===== src/hw/rtl/psw_pkg.sv =====
// shared types and constants for the priority schedule wait-time core
// no dependencies
`default_nettype none
package psw_pkg;

	localparam int MAX_JOBS = 16;
	localparam int IDX_W    = (MAX_JOBS > 1) ? $clog2(MAX_JOBS) : 1;
	localparam int CNT_W    = $clog2(MAX_JOBS + 1);
	localparam int ID_W     = 5;
	localparam int BURST_W  = 16;
	localparam int PRIO_W   = 8;
	localparam int TIME_W   = 20;
	localparam int AVG_W    = 28;
	localparam int FRAC_W   = 8;
	localparam int SUM_W    = 30;
	localparam int DIVD_W   = SUM_W + FRAC_W;

	typedef struct packed {
		logic [ID_W-1:0]    id;
		logic [PRIO_W-1:0]  prio;
		logic [BURST_W-1:0] burst;
	} job_t;

	typedef enum logic {
		WS_IN,
		WS_HOLD
	} wsel_t;

	typedef struct packed {
		logic             mem_we;
		logic [IDX_W-1:0] waddr;
		wsel_t            wsel;
		logic [ID_W-1:0]  in_id;
		logic             mem_re;
		logic [IDX_W-1:0] raddr;
		logic             load_hold;
		logic             row_clr;
		logic             row_step;
		logic             out_load;
		logic             out_show;
		logic             avg_load;
		logic             last;
		logic             drop;
		logic             div_start;
	} psw_cmd_t;

	typedef struct packed {
		logic gt;
		logic out_busy;
		logic div_done;
	} psw_sts_t;

endpackage
`default_nettype wire


===== src/hw/rtl/psw_div.sv =====
// restoring divider, two dividends over one shared divisor, one bit per cycle
// depends on psw_pkg
`default_nettype none
module psw_div import psw_pkg::*; (
	input  wire logic              clk,
	input  wire logic              arst_n,
	input  wire logic              start,
	input  wire logic [DIVD_W-1:0] dividend_a,
	input  wire logic [DIVD_W-1:0] dividend_b,
	input  wire logic [CNT_W-1:0]  divisor,
	output logic      [DIVD_W-1:0] quot_a,
	output logic      [DIVD_W-1:0] quot_b,
	output logic                   done
);

	localparam int STEP_W = $clog2(DIVD_W + 1);

	logic [DIVD_W-1:0] qa_q, qb_q;
	logic [CNT_W:0]    ra_q, rb_q;
	logic [CNT_W-1:0]  dv_q;
	logic [STEP_W-1:0] step_q;
	logic              busy_q, done_q;
	logic [CNT_W:0]    sa, sb;
	logic              ka, kb;

	always_comb begin
		sa = {ra_q[CNT_W-1:0], qa_q[DIVD_W-1]};
		sb = {rb_q[CNT_W-1:0], qb_q[DIVD_W-1]};
		ka = sa >= {1'b0, dv_q};
		kb = sb >= {1'b0, dv_q};
	end

	always_ff @(posedge clk or negedge arst_n) begin
		if (!arst_n) begin
			busy_q <= 1'b0;
			done_q <= 1'b0;
			step_q <= '0;
		end else begin
			done_q <= 1'b0;
			if (start) begin
				busy_q <= 1'b1;
				step_q <= STEP_W'(DIVD_W);
			end else if (busy_q) begin
				step_q <= step_q - 1'b1;
				if (step_q == STEP_W'(1)) begin
					busy_q <= 1'b0;
					done_q <= 1'b1;
				end
			end
		end
	end

	always_ff @(posedge clk) begin
		if (start) begin
			qa_q <= dividend_a;
			qb_q <= dividend_b;
			ra_q <= '0;
			rb_q <= '0;
			dv_q <= divisor;
		end else if (busy_q) begin
			ra_q <= ka ? sa - {1'b0, dv_q} : sa;
			rb_q <= kb ? sb - {1'b0, dv_q} : sb;
			qa_q <= {qa_q[DIVD_W-2:0], ka};
			qb_q <= {qb_q[DIVD_W-2:0], kb};
		end
	end

	assign quot_a = qa_q;
	assign quot_b = qb_q;
	assign done   = done_q;

endmodule
`default_nettype wire


===== src/hw/rtl/psw_dp.sv =====
// datapath: job memory, sort holding register, row timing sums, output register
// depends on psw_pkg and psw_div
`default_nettype none
module psw_dp import psw_pkg::*; (
	input  wire logic               clk,
	input  wire logic               arst_n,
	input  wire psw_cmd_t           cmd,
	output psw_sts_t                sts,
	input  wire logic [CNT_W-1:0]   n_jobs,
	input  wire logic [BURST_W-1:0] burst_time,
	input  wire logic [PRIO_W-1:0]  job_priority,
	output logic                    out_valid,
	input  wire logic               out_ready,
	output logic [ID_W-1:0]         job_id,
	output logic [BURST_W-1:0]      job_burst,
	output logic [PRIO_W-1:0]       job_prio,
	output logic [TIME_W-1:0]       wait_time,
	output logic [TIME_W-1:0]       turnaround,
	output logic [AVG_W-1:0]        avg_wait_q8,
	output logic [AVG_W-1:0]        avg_turn_q8,
	output logic                    last_row,
	output logic                    overflowed
);

	job_t mem [MAX_JOBS];
	job_t rdata_q, hold_q, wdata;
	logic [SUM_W-1:0] wait_q, sumw_q, sumt_q, turn;
	logic [DIVD_W-1:0] qa, qb;
	logic div_done, valid_q;

	function automatic logic [TIME_W-1:0] sat_t(input logic [SUM_W-1:0] v);
		return (|v[SUM_W-1:TIME_W]) ? '1 : v[TIME_W-1:0];
	endfunction

	function automatic logic [AVG_W-1:0] sat_a(input logic [DIVD_W-1:0] v);
		return (|v[DIVD_W-1:AVG_W]) ? '1 : v[AVG_W-1:0];
	endfunction

	assign wdata = (cmd.wsel == WS_IN) ? job_t'{cmd.in_id, job_priority, burst_time} : hold_q;
	assign turn  = wait_q + SUM_W'(rdata_q.burst);

	always_ff @(posedge clk) begin
		if (cmd.mem_we)
			mem[cmd.waddr] <= wdata;
		if (cmd.mem_re)
			rdata_q <= mem[cmd.raddr];
		if (cmd.load_hold)
			hold_q <= rdata_q;
		if (cmd.row_clr) begin
			wait_q <= '0;
			sumw_q <= '0;
			sumt_q <= '0;
		end else if (cmd.row_step) begin
			wait_q <= turn;
			sumw_q <= sumw_q + wait_q;
			sumt_q <= sumt_q + turn;
		end
		if (cmd.out_load) begin
			job_id      <= rdata_q.id;
			job_burst   <= rdata_q.burst;
			job_prio    <= rdata_q.prio;
			wait_time   <= sat_t(wait_q);
			turnaround  <= sat_t(turn);
			avg_wait_q8 <= '0;
			avg_turn_q8 <= '0;
			last_row    <= cmd.last;
			overflowed  <= cmd.drop;
		end else if (cmd.avg_load) begin
			avg_wait_q8 <= sat_a(qa);
			avg_turn_q8 <= sat_a(qb);
		end
	end

	always_ff @(posedge clk or negedge arst_n) begin
		if (!arst_n) begin
			valid_q <= 1'b0;
		end else if (cmd.out_show || cmd.avg_load) begin
			valid_q <= 1'b1;
		end else if (out_ready) begin
			valid_q <= 1'b0;
		end
	end

	psw_div u_div (
		.clk        (clk),
		.arst_n     (arst_n),
		.start      (cmd.div_start),
		.dividend_a ({sumw_q, FRAC_W'(0)}),
		.dividend_b ({sumt_q, FRAC_W'(0)}),
		.divisor    (n_jobs),
		.quot_a     (qa),
		.quot_b     (qb),
		.done       (div_done)
	);

	assign out_valid    = valid_q;
	assign sts.gt       = hold_q.prio > rdata_q.prio;
	assign sts.out_busy = valid_q;
	assign sts.div_done = div_done;

endmodule
`default_nettype wire


===== src/hw/rtl/psw_ctrl.sv =====
// controller: job loading, exchange sort sequencing, row emission
// depends on psw_pkg
`default_nettype none
module psw_ctrl import psw_pkg::*; (
	input  wire logic             clk,
	input  wire logic             arst_n,
	input  wire logic             in_valid,
	output logic                  in_ready,
	input  wire logic             final_job,
	output psw_cmd_t              cmd,
	input  wire psw_sts_t         sts,
	output logic [CNT_W-1:0]      n_jobs
);

	typedef enum logic [3:0] {
		ST_IDLE, ST_RDI, ST_LDA, ST_RDJ, ST_CMP, ST_WRI,
		ST_ERD, ST_EROW, ST_DVS, ST_DV, ST_EWT
	} state_t;

	state_t state_q;
	logic [CNT_W-1:0] cnt_q, i_q, j_q, k_q;
	logic [ID_W-1:0]  arr_q;
	logic             drop_q;
	logic             room, acc, k_last;
	logic [CNT_W:0]   cnt_n;

	assign in_ready = state_q == ST_IDLE;
	assign acc      = in_valid && in_ready;
	assign room     = cnt_q < CNT_W'(MAX_JOBS);
	assign cnt_n    = {1'b0, cnt_q} + {{CNT_W{1'b0}}, room};
	assign k_last   = ({1'b0, k_q} + 1'b1) == {1'b0, cnt_q};
	assign n_jobs   = cnt_q;

	always_comb begin
		cmd       = '0;
		cmd.wsel  = WS_HOLD;
		cmd.in_id = arr_q + 1'b1;
		cmd.last  = k_last;
		cmd.drop  = drop_q;
		case (state_q)
			ST_IDLE: begin
				cmd.mem_we = acc && room;
				cmd.waddr  = cnt_q[IDX_W-1:0];
				cmd.wsel   = WS_IN;
				cmd.row_clr = 1'b1;
			end
			ST_RDI: begin
				cmd.mem_re = 1'b1;
				cmd.raddr  = i_q[IDX_W-1:0];
			end
			ST_LDA: cmd.load_hold = 1'b1;
			ST_RDJ: begin
				cmd.mem_re = 1'b1;
				cmd.raddr  = j_q[IDX_W-1:0];
			end
			ST_CMP: begin
				// exchange: held entry goes to slot j, slot j's entry is held
				cmd.mem_we    = sts.gt;
				cmd.waddr     = j_q[IDX_W-1:0];
				cmd.load_hold = sts.gt;
			end
			ST_WRI: begin
				cmd.mem_we = 1'b1;
				cmd.waddr  = i_q[IDX_W-1:0];
				cmd.row_clr = 1'b1;
			end
			ST_ERD: begin
				cmd.mem_re = 1'b1;
				cmd.raddr  = k_q[IDX_W-1:0];
			end
			ST_EROW: begin
				cmd.out_load = 1'b1;
				cmd.row_step = 1'b1;
				cmd.out_show = !k_last;
			end
			ST_DVS: cmd.div_start = 1'b1;
			ST_DV: cmd.avg_load = sts.div_done;
			default: ;
		endcase
	end

	always_ff @(posedge clk or negedge arst_n) begin
		if (!arst_n) begin
			state_q <= ST_IDLE;
			cnt_q   <= '0;
			arr_q   <= '0;
			drop_q  <= 1'b0;
			i_q     <= '0;
			j_q     <= '0;
			k_q     <= '0;
		end else begin
			case (state_q)
				ST_IDLE: begin
					if (acc) begin
						arr_q <= arr_q + 1'b1;
						cnt_q <= cnt_n[CNT_W-1:0];
						if (!room)
							drop_q <= 1'b1;
						i_q <= '0;
						k_q <= '0;
						if (final_job)
							state_q <= (cnt_n > (CNT_W+1)'(1)) ? ST_RDI : ST_ERD;
					end
				end
				ST_RDI: state_q <= ST_LDA;
				ST_LDA: begin
					j_q     <= i_q + 1'b1;
					state_q <= ST_RDJ;
				end
				ST_RDJ: state_q <= ST_CMP;
				ST_CMP: begin
					j_q     <= j_q + 1'b1;
					state_q <= (({1'b0, j_q} + 1'b1) == {1'b0, cnt_q}) ? ST_WRI : ST_RDJ;
				end
				ST_WRI: begin
					i_q     <= i_q + 1'b1;
					state_q <= (({1'b0, i_q} + 2'd2) < {1'b0, cnt_q}) ? ST_RDI : ST_ERD;
				end
				ST_ERD: state_q <= ST_EROW;
				ST_EROW: state_q <= k_last ? ST_DVS : ST_EWT;
				ST_DVS: state_q <= ST_DV;
				ST_DV: begin
					if (sts.div_done)
						state_q <= ST_EWT;
				end
				ST_EWT: begin
					if (!sts.out_busy) begin
						if (k_last) begin
							cnt_q   <= '0;
							arr_q   <= '0;
							drop_q  <= 1'b0;
							state_q <= ST_IDLE;
						end else begin
							k_q     <= k_q + 1'b1;
							state_q <= ST_ERD;
						end
					end
				end
				default: state_q <= ST_IDLE;
			endcase
		end
	end

endmodule
`default_nettype wire


===== src/hw/rtl/priority_schedule_wait_times_core.sv =====
// top level of the non-preemptive priority scheduler
// depends on psw_pkg, psw_ctrl and psw_dp
`default_nettype none
// Jobs arrive one per transfer (burst time, priority, final mark) and are stored in a
// 16-entry job memory with ids counted from 1 in arrival order; jobs past capacity are
// dropped and flagged on every row. While loading, a job can be taken every clock. The
// transfer that carries the final mark starts the schedule: an exchange sort over the
// single-port job memory, then one row per job in priority order, each row held in the
// output register until it is taken. The last row carries the truncated Q8 averages,
// which come from a bit-serial divider. No new job is taken until the schedule has been
// fully delivered.
module priority_schedule_wait_times_core import psw_pkg::*; (
	input  wire logic               clk,
	input  wire logic               arst_n,
	input  wire logic               in_valid,
	output logic                    in_ready,
	input  wire logic [BURST_W-1:0] burst_time,
	input  wire logic [PRIO_W-1:0]  job_priority,
	input  wire logic               final_job,
	output logic                    out_valid,
	input  wire logic               out_ready,
	output logic [ID_W-1:0]         job_id,
	output logic [BURST_W-1:0]      job_burst,
	output logic [PRIO_W-1:0]       job_prio,
	output logic [TIME_W-1:0]       wait_time,
	output logic [TIME_W-1:0]       turnaround,
	output logic [AVG_W-1:0]        avg_wait_q8,
	output logic [AVG_W-1:0]        avg_turn_q8,
	output logic                    last_row,
	output logic                    overflowed
);

	psw_cmd_t         cmd;
	psw_sts_t         sts;
	logic [CNT_W-1:0] n_jobs;

	// sequencing of load, sort and row emission
	psw_ctrl u_ctrl (
		.clk       (clk),
		.arst_n    (arst_n),
		.in_valid  (in_valid),
		.in_ready  (in_ready),
		.final_job (final_job),
		.cmd       (cmd),
		.sts       (sts),
		.n_jobs    (n_jobs)
	);

	// job memory, sums, divider and output register
	psw_dp u_dp (
		.clk          (clk),
		.arst_n       (arst_n),
		.cmd          (cmd),
		.sts          (sts),
		.n_jobs       (n_jobs),
		.burst_time   (burst_time),
		.job_priority (job_priority),
		.out_valid    (out_valid),
		.out_ready    (out_ready),
		.job_id       (job_id),
		.job_burst    (job_burst),
		.job_prio     (job_prio),
		.wait_time    (wait_time),
		.turnaround   (turnaround),
		.avg_wait_q8  (avg_wait_q8),
		.avg_turn_q8  (avg_turn_q8),
		.last_row     (last_row),
		.overflowed   (overflowed)
	);

endmodule
`default_nettype wire

===== config.mk =====
export PLATFORM = sky130hd
export DESIGN_NAME = priority_schedule_wait_times_core
export DESIGN_NICKNAME = d
export VERILOG_FILES = /design/src/hw/rtl/psw_pkg.sv /design/src/hw/rtl/psw_div.sv /design/src/hw/rtl/psw_dp.sv /design/src/hw/rtl/psw_ctrl.sv /design/src/hw/rtl/priority_schedule_wait_times_core.sv
export SDC_FILE = /design/constraint.sdc
export NUM_CORES = 1
export LEC_CHECK = 0
export ABC_AREA = 0
export BUFFER_PORTS_ARGS = -buffer_cell sky130_fd_sc_hd__buf_2
export CAP_MARGIN = 25
export CORE_MARGIN = 2
export CORE_UTILIZATION = 46
export CTS_CLUSTER_DIAMETER = 50
export CTS_CLUSTER_SIZE = 30
export DETAILED_ROUTE_END_ITERATION = 16
export GPL_TIMING_DRIVEN = 0
export PLACE_DENSITY = 0.69
export SETUP_SLACK_MARGIN = 0.1
export SKIP_CTS_REPAIR_TIMING = 1
export SYNTH_ARGS = -nofsm -noshare
export SYNTH_HDL_FRONTEND = slang
export SYNTH_SLANG_ARGS = --single-unit

===== constraint.sdc =====
create_clock -name clk -period 12.2 [get_ports clk]
set_clock_uncertainty 0.2 [all_clocks]
set_input_delay 2.44 -clock clk [delete_from_list [all_inputs] [get_ports clk]]
set_output_delay 2.44 -clock clk [all_outputs]
set_load 0.005 [all_outputs]

==> results of run 1 <==
power breakdown:
group	internal (mW)	total, mW	leakage (nW)	switching (mW)
sequential	4.14	4.45	7.91	0.314
combinational	0.929	3.30	7.39	2.37
clock	1.67	3.12	1.69	1.44
sequential cells by signal (all words and copies together), names as in the netlist, 6 cells and up:
| register | cells |
|---|---|
| u_dp.u_div.quot_b | 38 |
| u_dp.mem | 464 |
| u_dp.avg_wait_q8 | 28 |
| u_dp.wait_time | 20 |
| u_dp.job_burst | 16 |
| u_dp.rdata_q | 29 |
| u_dp.job_prio | 8 |
| u_dp.sumt_q | 30 |
| u_dp.u_div.quot_a | 38 |
| u_dp.u_div.step_q | 6 |
| u_dp.turnaround | 20 |
| u_dp.wait_q | 30 |
| u_dp.hold_q | 29 |
| u_dp.avg_turn_q8 | 28 |
| u_dp.sumw_q | 30 |
synthesized netlist by cell type, types with 30 or more instances:
cell type,instances,area (µm²)
a311oi_1,60,526
and3_1,126,788
buf_2,37,185
a211oi_1,172,1290
a21o_1,34,255
edfxtp_1,658,19800
nand2_1,626,2350
o21ai_0,104,521
nand3_1,113,566
ha_1,105,1310
dfrtp_1,39,976
nor2_1,156,586
xor2_1,45,394
dfxtp_1,172,3440
a21oi_1,199,996
a31oi_1,69,432
nand2b_1,30,188
clkbuf_1,148,556
inv_1,54,203
xnor2_1,65,569
o221a_2,57,642
layer usage:
metal | vias to the layer above | track usage (%) | wire [µm]
met1 | 13900 | 31.8 | 43500
met4 | 0 | 12.1 | 5180
li1 | 13200 | - | -
met5 | - | 0 | 0
met3 | 255 | 3.94 | 8020
met2 | 1197 | 42.8 | 54000
cell usage in the layout (no fill, tap or decap), types with 30 or more instances in the layout:
| master | instances |
|---|---|
| nand3_1 | 113 |
| edfxtp_1 | 658 |
| clkbuf_16 | 96 |
| a31oi_1 | 69 |
| a311oi_1 | 60 |
| a211oi_1 | 172 |
| nand2b_1 | 30 |
| xnor2_1 | 65 |
| a21oi_1 | 199 |
| o221a_2 | 57 |
| inv_1 | 53 |
| a21o_1 | 34 |
| buf_2 | 195 |
| o21ai_0 | 102 |
| and3_1 | 126 |
| dfxtp_1 | 172 |
| ha_1 | 105 |
| clkbuf_1 | 150 |
| xor2_1 | 45 |
| nor2_1 | 139 |
| dfrtp_1 | 39 |
| nand2_1 | 626 |
cells by family after synthesis:
kind of cell / count (synthesis)
AOI/OAI and AO/OA: 808
xor gates and xnor gates: 110
adders and majority gates: 110
buffers and inverters: 272
DFF: 869
muxes: 20
and+or+nand+nor: 1180
final cells by class:
cell class              instances  area share (%)
clock inverters                83            2.39
plain buffers                 216            1.98
repair buffers                184            2.88
multi-input cells            2228            30.3
flip-flops and latches        869            53.5
well taps                    1134            3.14
inverters                      56           0.465
clock buffers                  99            5.36
through the flow:
stage / hold WS [ns] / setup slack, ns / power (mW) / utilization [%] / std cells
2_1_floorplan: 0.221 / 6.96 / 6.38 / - / 3369
3_3_place_gp: 0.227 / 5.62 / 7.62 / 49.1 / 4660
4_1_cts: 0.244 / 6.77 / 10.9 / 54.0 / 4867
5_1_grt: 0.255 / 6.50 / 11.3 / 54.0 / 4869
3_5_place_dp: 0.235 / 6.93 / 7.75 / 49.8 / 4685
6_report: 0.246 / 6.80 / 10.9 / 54.0 / 4869
how the worst min path moves through the flow:
stage,start,to,slack (ns),cells past startpoint
after CTS,u_dp.rdata_q[26],u_dp.job_id[2],0.24,0
after detailed placement,u_dp.rdata_q[26],u_dp.hold_q[26],0.23,0
after global placement,u_ctrl.n_jobs[3],u_dp.u_div.dv_q[3],0.23,0
after floorplan,u_dp.rdata_q[24],u_dp.hold_q[24],0.22,0
final,u_dp.rdata_q[26],u_dp.job_id[2],0.25,0
after global routing,u_dp.rdata_q[26],u_dp.job_id[2],0.25,0
==> reports/qor.csv, run 1 <==
stage;metric;value;unit
route;post-DR wirelength/cell;22.7;µm
worst_hold_path;Hold Path Class;flip-flop to flip-flop;
logic_synthesis;EDFF count, synth;658;
setup_path;Reg2Reg Depth;19;
global_routing;vias in the first global route;27500;
place;GP Congestion;0.934;
setup_path;Setup CP Type;flip-flop to primary output;
cts;clock latency on the worst-skew pair;0.69;ns
global_routing;antenna violations before repair;3;
setup_path;Worst Setup End Kind;primary output;
power_and_ir_drop;leakage power;17.0;nW
place;area of placed instances;0.0417;mm²
global_routing;first-pass GRT wire length;166;mm
die;Std-Cell Rows;106;
die;Die Area;0.0868;mm²
route;Antenna Nets Post-Route;0;
cts;CTS Buf Count;96;
logic_synthesis;number of synthesized register bits;869;
setup_path;CP Launch Type;flip-flop;
layout;Reg area;0.0242;mm²
logic_synthesis;YS warnings;0;
setup_path;crit path to;in_ready;
cts;clock sinks;869;
logic_synthesis;Net Count, Synth;3508;
logic_synthesis;Mean Syn Cell Area;11.5;µm²
logic_synthesis;Adder-Cell Fraction of Synth Area;3.64;%
setup_path;RR Endpoint;u_dp.sumt_q[29];
logic_synthesis;Post-Syn Instances;3369;
logic_synthesis;ys async rst share;4.49;%
logic_synthesis;simple-gate share of the synthesized area;13.7;%
global_routing;largest net degree at the start of global routing;40;
cts;Clock Path Buffers;3;
layout;area grow syn2layout;16.4;%
logic_synthesis;Synth Area in Compound Gates;14.6;%
die;Initial Util;46.4;%
sta;setup violators final;0;
setup_path;CP top delay family;buffers and inverters;
power_and_ir_drop;VDD IR max;0.133;mV
die;DIE HEIGHT;295;µm
logic_synthesis;post-synthesis sequential area ratio;62.2;%
route;Starting DRT DRC Count;2871;
sta;worst slew pin tran;1.22;ns
die;# IOs;158;
setup_path;max incr delay on CP;0.43;ns
setup_path;CP most frequent cell;buf_2;
cts;CTS tree;yes;
layout;share of cells above drive strength 1;14.3;%
setup_path;CP Cell Sequence;buf_2 -> nor2_1 -> nand2_1 -> inv_1 -> buf_6 -> clkbuf_1 -> buf_2;
route;total number of vias;28500;
layout;Multi-input gate area;0.0137;mm²
setup_path;worst path bufs/invs;5;
route;vias per cell;5.86;
logic_synthesis;mux contribution to synthesized area;0.518;%
setup_path;Crit Path Max Fanout;10;
place;I/O Buffers;157;
setup_path;Critical Path RT;9.56;ns
setup_path;WP data arrival;2.76;ns
route;drt total wl;111;mm
setup_path;Worst path depth;7;
die;Die Wd;295;µm
power_and_ir_drop;P per Cell Area;240;mW/mm²
layout;# fillers;7075;
place;DP HPWL;77.8;mm
layout;Layout Nets;3790;
sta;Total Neg Setup Slack;0;ns
layout;cell area after layout;0.0452;mm²
logic_synthesis;largest family of logic cells by synthesized area;compound AO/OA/AOI/OAI gates;
cts;Clk pin slew, worst setup/hold paths;0.07;ns
logic_synthesis;xor/xnor cell area share of the yosys netlist;2.48;%
logic_synthesis;Post-Synthesis Cell Area;0.0389;mm²
status;status;finished, final reports clean;
layout;diodes inserted;0;
route;DRC viols;0;
logic_synthesis;commonest register cell after synthesis;edfxtp_1;
sta;Final Max Tran Viols;0;
setup_path;Worst Setup SP;u_ctrl.state_q[1];
logic_synthesis;count of cell types in the netlist;93;
setup_path;Crit-path slowest cell;clkbuf_1;
sta;Hold Violations, Final;0;
cts;CTS root buf;clkbuf_16;
global_routing;Tot GR Track Use;25.3;%
run;MaxCap Viol Count;0;
sta;fmax;0.185;GHz
sta;crit path time final;5.40;ns
setup_path;flop2flop setup slack;6.83;ns
sta;RSZ-0062 raised after global routing;no;
setup_path;RR Startpoint;u_dp.rdata_q[0];
die;area of the core;0.0837;mm²
route;DR pass1 iterations;6;
global_routing;Remaining Overflow, GRT;0;
sta;Tcrit/Tclk final;44.2;%
sta;Slew headroom;18.5;%
cts;H-tree depth;3;
Power figures use the tool's default switching activity.
==> inputs of run 2 (changes only) <==
- ABC_AREA: 0 -> 1
- PLACE_DENSITY: 0.69 -> 0.72
- clock period: 12.2 -> 4.3 ns (I/O delays scaled with it)
==> reports/qor.csv, run 2 <==
stage;metric;value;unit
sta;worst slew pin tran;1.10;ns
cts;Clk pin slew, worst setup/hold paths;0.07;ns
layout;max reg flops;464;
die;DIE HEIGHT;301;µm
place;I/O Buffers;157;
layout;Reg area;0.0242;mm²
power_and_ir_drop;Reg power frac;39.3;%
logic_synthesis;EDFF count, synth;658;
layout;Top reg by flops;u_dp.mem;
layout;diodes inserted;0;
route;Antenna Nets Post-Route;0;
cts;Clock Path Buffers;3;
global_routing;largest net degree at the start of global routing;50;
sta;Tcrit/Tclk final;97.5;%
layout;non-filler cells, final;5664;
power_and_ir_drop;leakage power;19.6;nW
logic_synthesis;ys async rst share;4.49;%
power_and_ir_drop;Gate power share;35.1;%
global_routing;Tot GR Track Use;26.7;%
place;GP Congestion;0.968;
sta;crit path time final;4.19;ns
cts;CTS tree;yes;
cts;H-tree depth;3;
global_routing;antenna violations before repair;3;
sta;minimum hold slack;0.211;ns
logic_synthesis;area leader, netlist;edfxtp_1;
route;Starting DRT DRC Count;3219;
sta;Slew headroom;26.8;%
route;DR pass1 iterations;6;
power_and_ir_drop;Sw Pwr;12.8;mW
cts;clock sinks;869;
setup_path;Crit Path Max Fanout;4;
worst_hold_path;Hold Path Class;input port to flip-flop;
layout;Layout Utilization;54.1;%
logic_synthesis;number of synthesized register bits;869;
logic_synthesis;commonest register cell after synthesis;edfxtp_1;
cts;CTS root buf;clkbuf_16;
die;# IOs;158;
route;total number of vias;31300;
global_routing;global route hottest layer;met2;
route;post-DR wirelength/cell;21.7;µm
sta;Total Neg Setup Slack;0;ns
setup_path;Worst Setup End Kind;flip-flop;
layout;Multi-input gate area;0.0133;mm²
setup_path;Setup CP Type;flip-flop to flip-flop;
logic_synthesis;Net Count, Synth;4267;
layout;commonest non-fill, non-tap cell in the layout;nand2_1;
sta;fmax;0.238;GHz
layout;share of cells above drive strength 1;12.5;%
logic_synthesis;YS warnings;0;
place;DP HPWL;90.7;mm
run;MaxCap Viol Count;0;
setup_path;WP data arrival;4.53;ns
global_routing;met2 Resource Use GR;46.3;%
setup_path;Critical Path RT;4.63;ns
logic_synthesis;Area contributors post-synth;edfxtp_1 (49%), dfxtp_1 (8.5%), nand2_1 (7.5%);
die;Die Wd;301;µm
status;status;finished, final reports clean;
logic_synthesis;Mean Syn Cell Area;9.80;µm²
layout;most frequent cells in the layout;nand2_1 (803), inv_1 (677), edfxtp_1 (658);
cts;CTS Buf Count;90;
layout;Layout Nets;4570;
route;DRC viols;0;
power_and_ir_drop;Sw Ratio;39.6;%
cts;clock latency on the worst-skew pair;0.68;ns
die;Std-Cell Rows;108;
layout;area grow syn2layout;16.4;%
global_routing;M1 GR Usage;31.9;%
die;area of the core;0.0870;mm²
global_routing;met3 Usage GRT;4.13;%
layout;# fillers;7524;
power_and_ir_drop;P per Cell Area;685;mW/mm²
global_routing;Remaining Overflow, GRT;0;
logic_synthesis;top cell type's share of synthesized area;48.8;%
logic_synthesis;Post-Syn Instances;4128;
logic_synthesis;most instantiated library cell after synthesis;nand2_1;
power_and_ir_drop;VDD IR max;0.400;mV
setup_path;CP Launch Type;flip-flop;
power_and_ir_drop;Clk network pwr share;25.6;%
sta;Final Max Tran Viols;0;
die;Initial Util;46.5;%
place;Post-Place Cells;5461;
global_routing;first-pass GRT wire length;180;mm
logic_synthesis;count of cell types in the netlist;57;
sta;RSZ-0062 raised after global routing;yes;
logic_synthesis;most frequent cells after synthesis;nand2_1 (812), inv_1 (680), edfxtp_1 (658);
logic_synthesis;Post-Synthesis Cell Area;0.0405;mm²
sta;Hold Violations, Final;0;
route;vias per cell;5.52;
route;drt total wl;123;mm
die;Die Area;0.0903;mm²
global_routing;vias in the first global route;30000;
sta;setup violators final;0;
power_and_ir_drop;Internal Power;19.5;mW
logic_synthesis;post-synthesis sequential area ratio;59.8;%
-- run 2: changes by cell type in the layout (fill, tap and decap cells not counted), moves of 44 or more --
cell	change
a211oi_1	-170
a311oi_1	-59
a31oi_1	-44
and3_1	-126
buf_2	+51
clkbuf_1	-76
inv_1	+624
nand2_1	+177
nand3_1	+156
o211ai_1	+233
o21ai_0	+116
o221a_2	-57
o22ai_1	+44
xnor2_1	-51
-- run 2: final timing paths --
kind / start / endpoint / slack (ns) / depth (start not counted)
setup reg to reg: u_dp.rdata_q[0] / u_dp.sumt_q[27] / 0.11 / 19
hold reg to reg: u_dp.u_div.ra_q[4] / u_dp.u_div.ra_q[4] / 0.27 / 2
hold / removal: out_ready / u_dp.out_valid / 0.21 / 2
setup / recovery: u_dp.rdata_q[0] / u_dp.sumt_q[27] / 0.11 / 19
min in group asynchronous: arst_n / u_ctrl.k_q[1] / 0.37 / 2
max in group asynchronous: arst_n / u_ctrl.j_q[1] / 3.09 / 3
-- run 2: worst max-delay path, stage by stage (launching register included) --
cell,delay (ns)
edfxtp_1,0.35
buf_6,0.15
ha_2,0.20
inv_1,0.06
fa_2,0.35
nand3b_1,0.19
nand2_2,0.15
xor2_1,0.59
ha_1,0.40
nand2_1,0.07
nand3b_1,0.10
nand2_1,0.14
a21oi_1,0.33
o21ai_1,0.21
nand2_1,0.13
nand2_1,0.08
nand2_1,0.06
nand2_1,0.04
o21ai_0,0.19
inv_1,0.05
-- run 2: power groups by stage --
stage | logic (mW) | registers, mW | clock network (mW)
floorplan | 6.77 | 12.4 | 0
global placement | 10.2 | 12.9 | 0
detailed placement | 10.6 | 12.9 | 0
CTS | 10.7 | 12.7 | 8.32
global route | 12.4 | 12.8 | 8.66
finish | 11.3 | 12.7 | 8.26
-- run 2: routing by layer --
metal	wire length [µm]	vias up	share of wire [%]
met5	0	-	0
met2	60700	1415	49
li1	-	14700	-
met4	7070	0	5.8
met1	45400	14800	37
met3	9700	339	7.9
-- run 2: layout make-up --
class                   count  area share [%]
clock buffers              96            4.94
well taps                1155            3.07
flip-flops and latches    869            51.3
multi-input cells        2390            28.2
inverters                 693            5.53
clock inverters            74            1.90
repair buffers            211            3.31
plain buffers             176            1.73
-- run 2: cell families after synthesis --
kind of cell	Yosys count	share of synthesized area, %
AOI/OAI and AO/OA	832	12.5
adders and majority gates	110	3.50
buffers and inverters	869	8.44
xor gates and xnor gates	75	1.62
and+or+nand+nor	1373	14.2
DFF	869	59.8
-- run 2: per-stage QoR --
step                      cell area (µm²)  setup WS (ns)  total power, mW
after floorplan                     40500          0.814             19.1
after global placement              42700          -1.76             23.1
after detailed placement            43300         -0.394             23.5
after CTS                           46500         -0.447             31.7
after global routing                47100        -0.0123             33.8
final                               47100          0.106             32.2
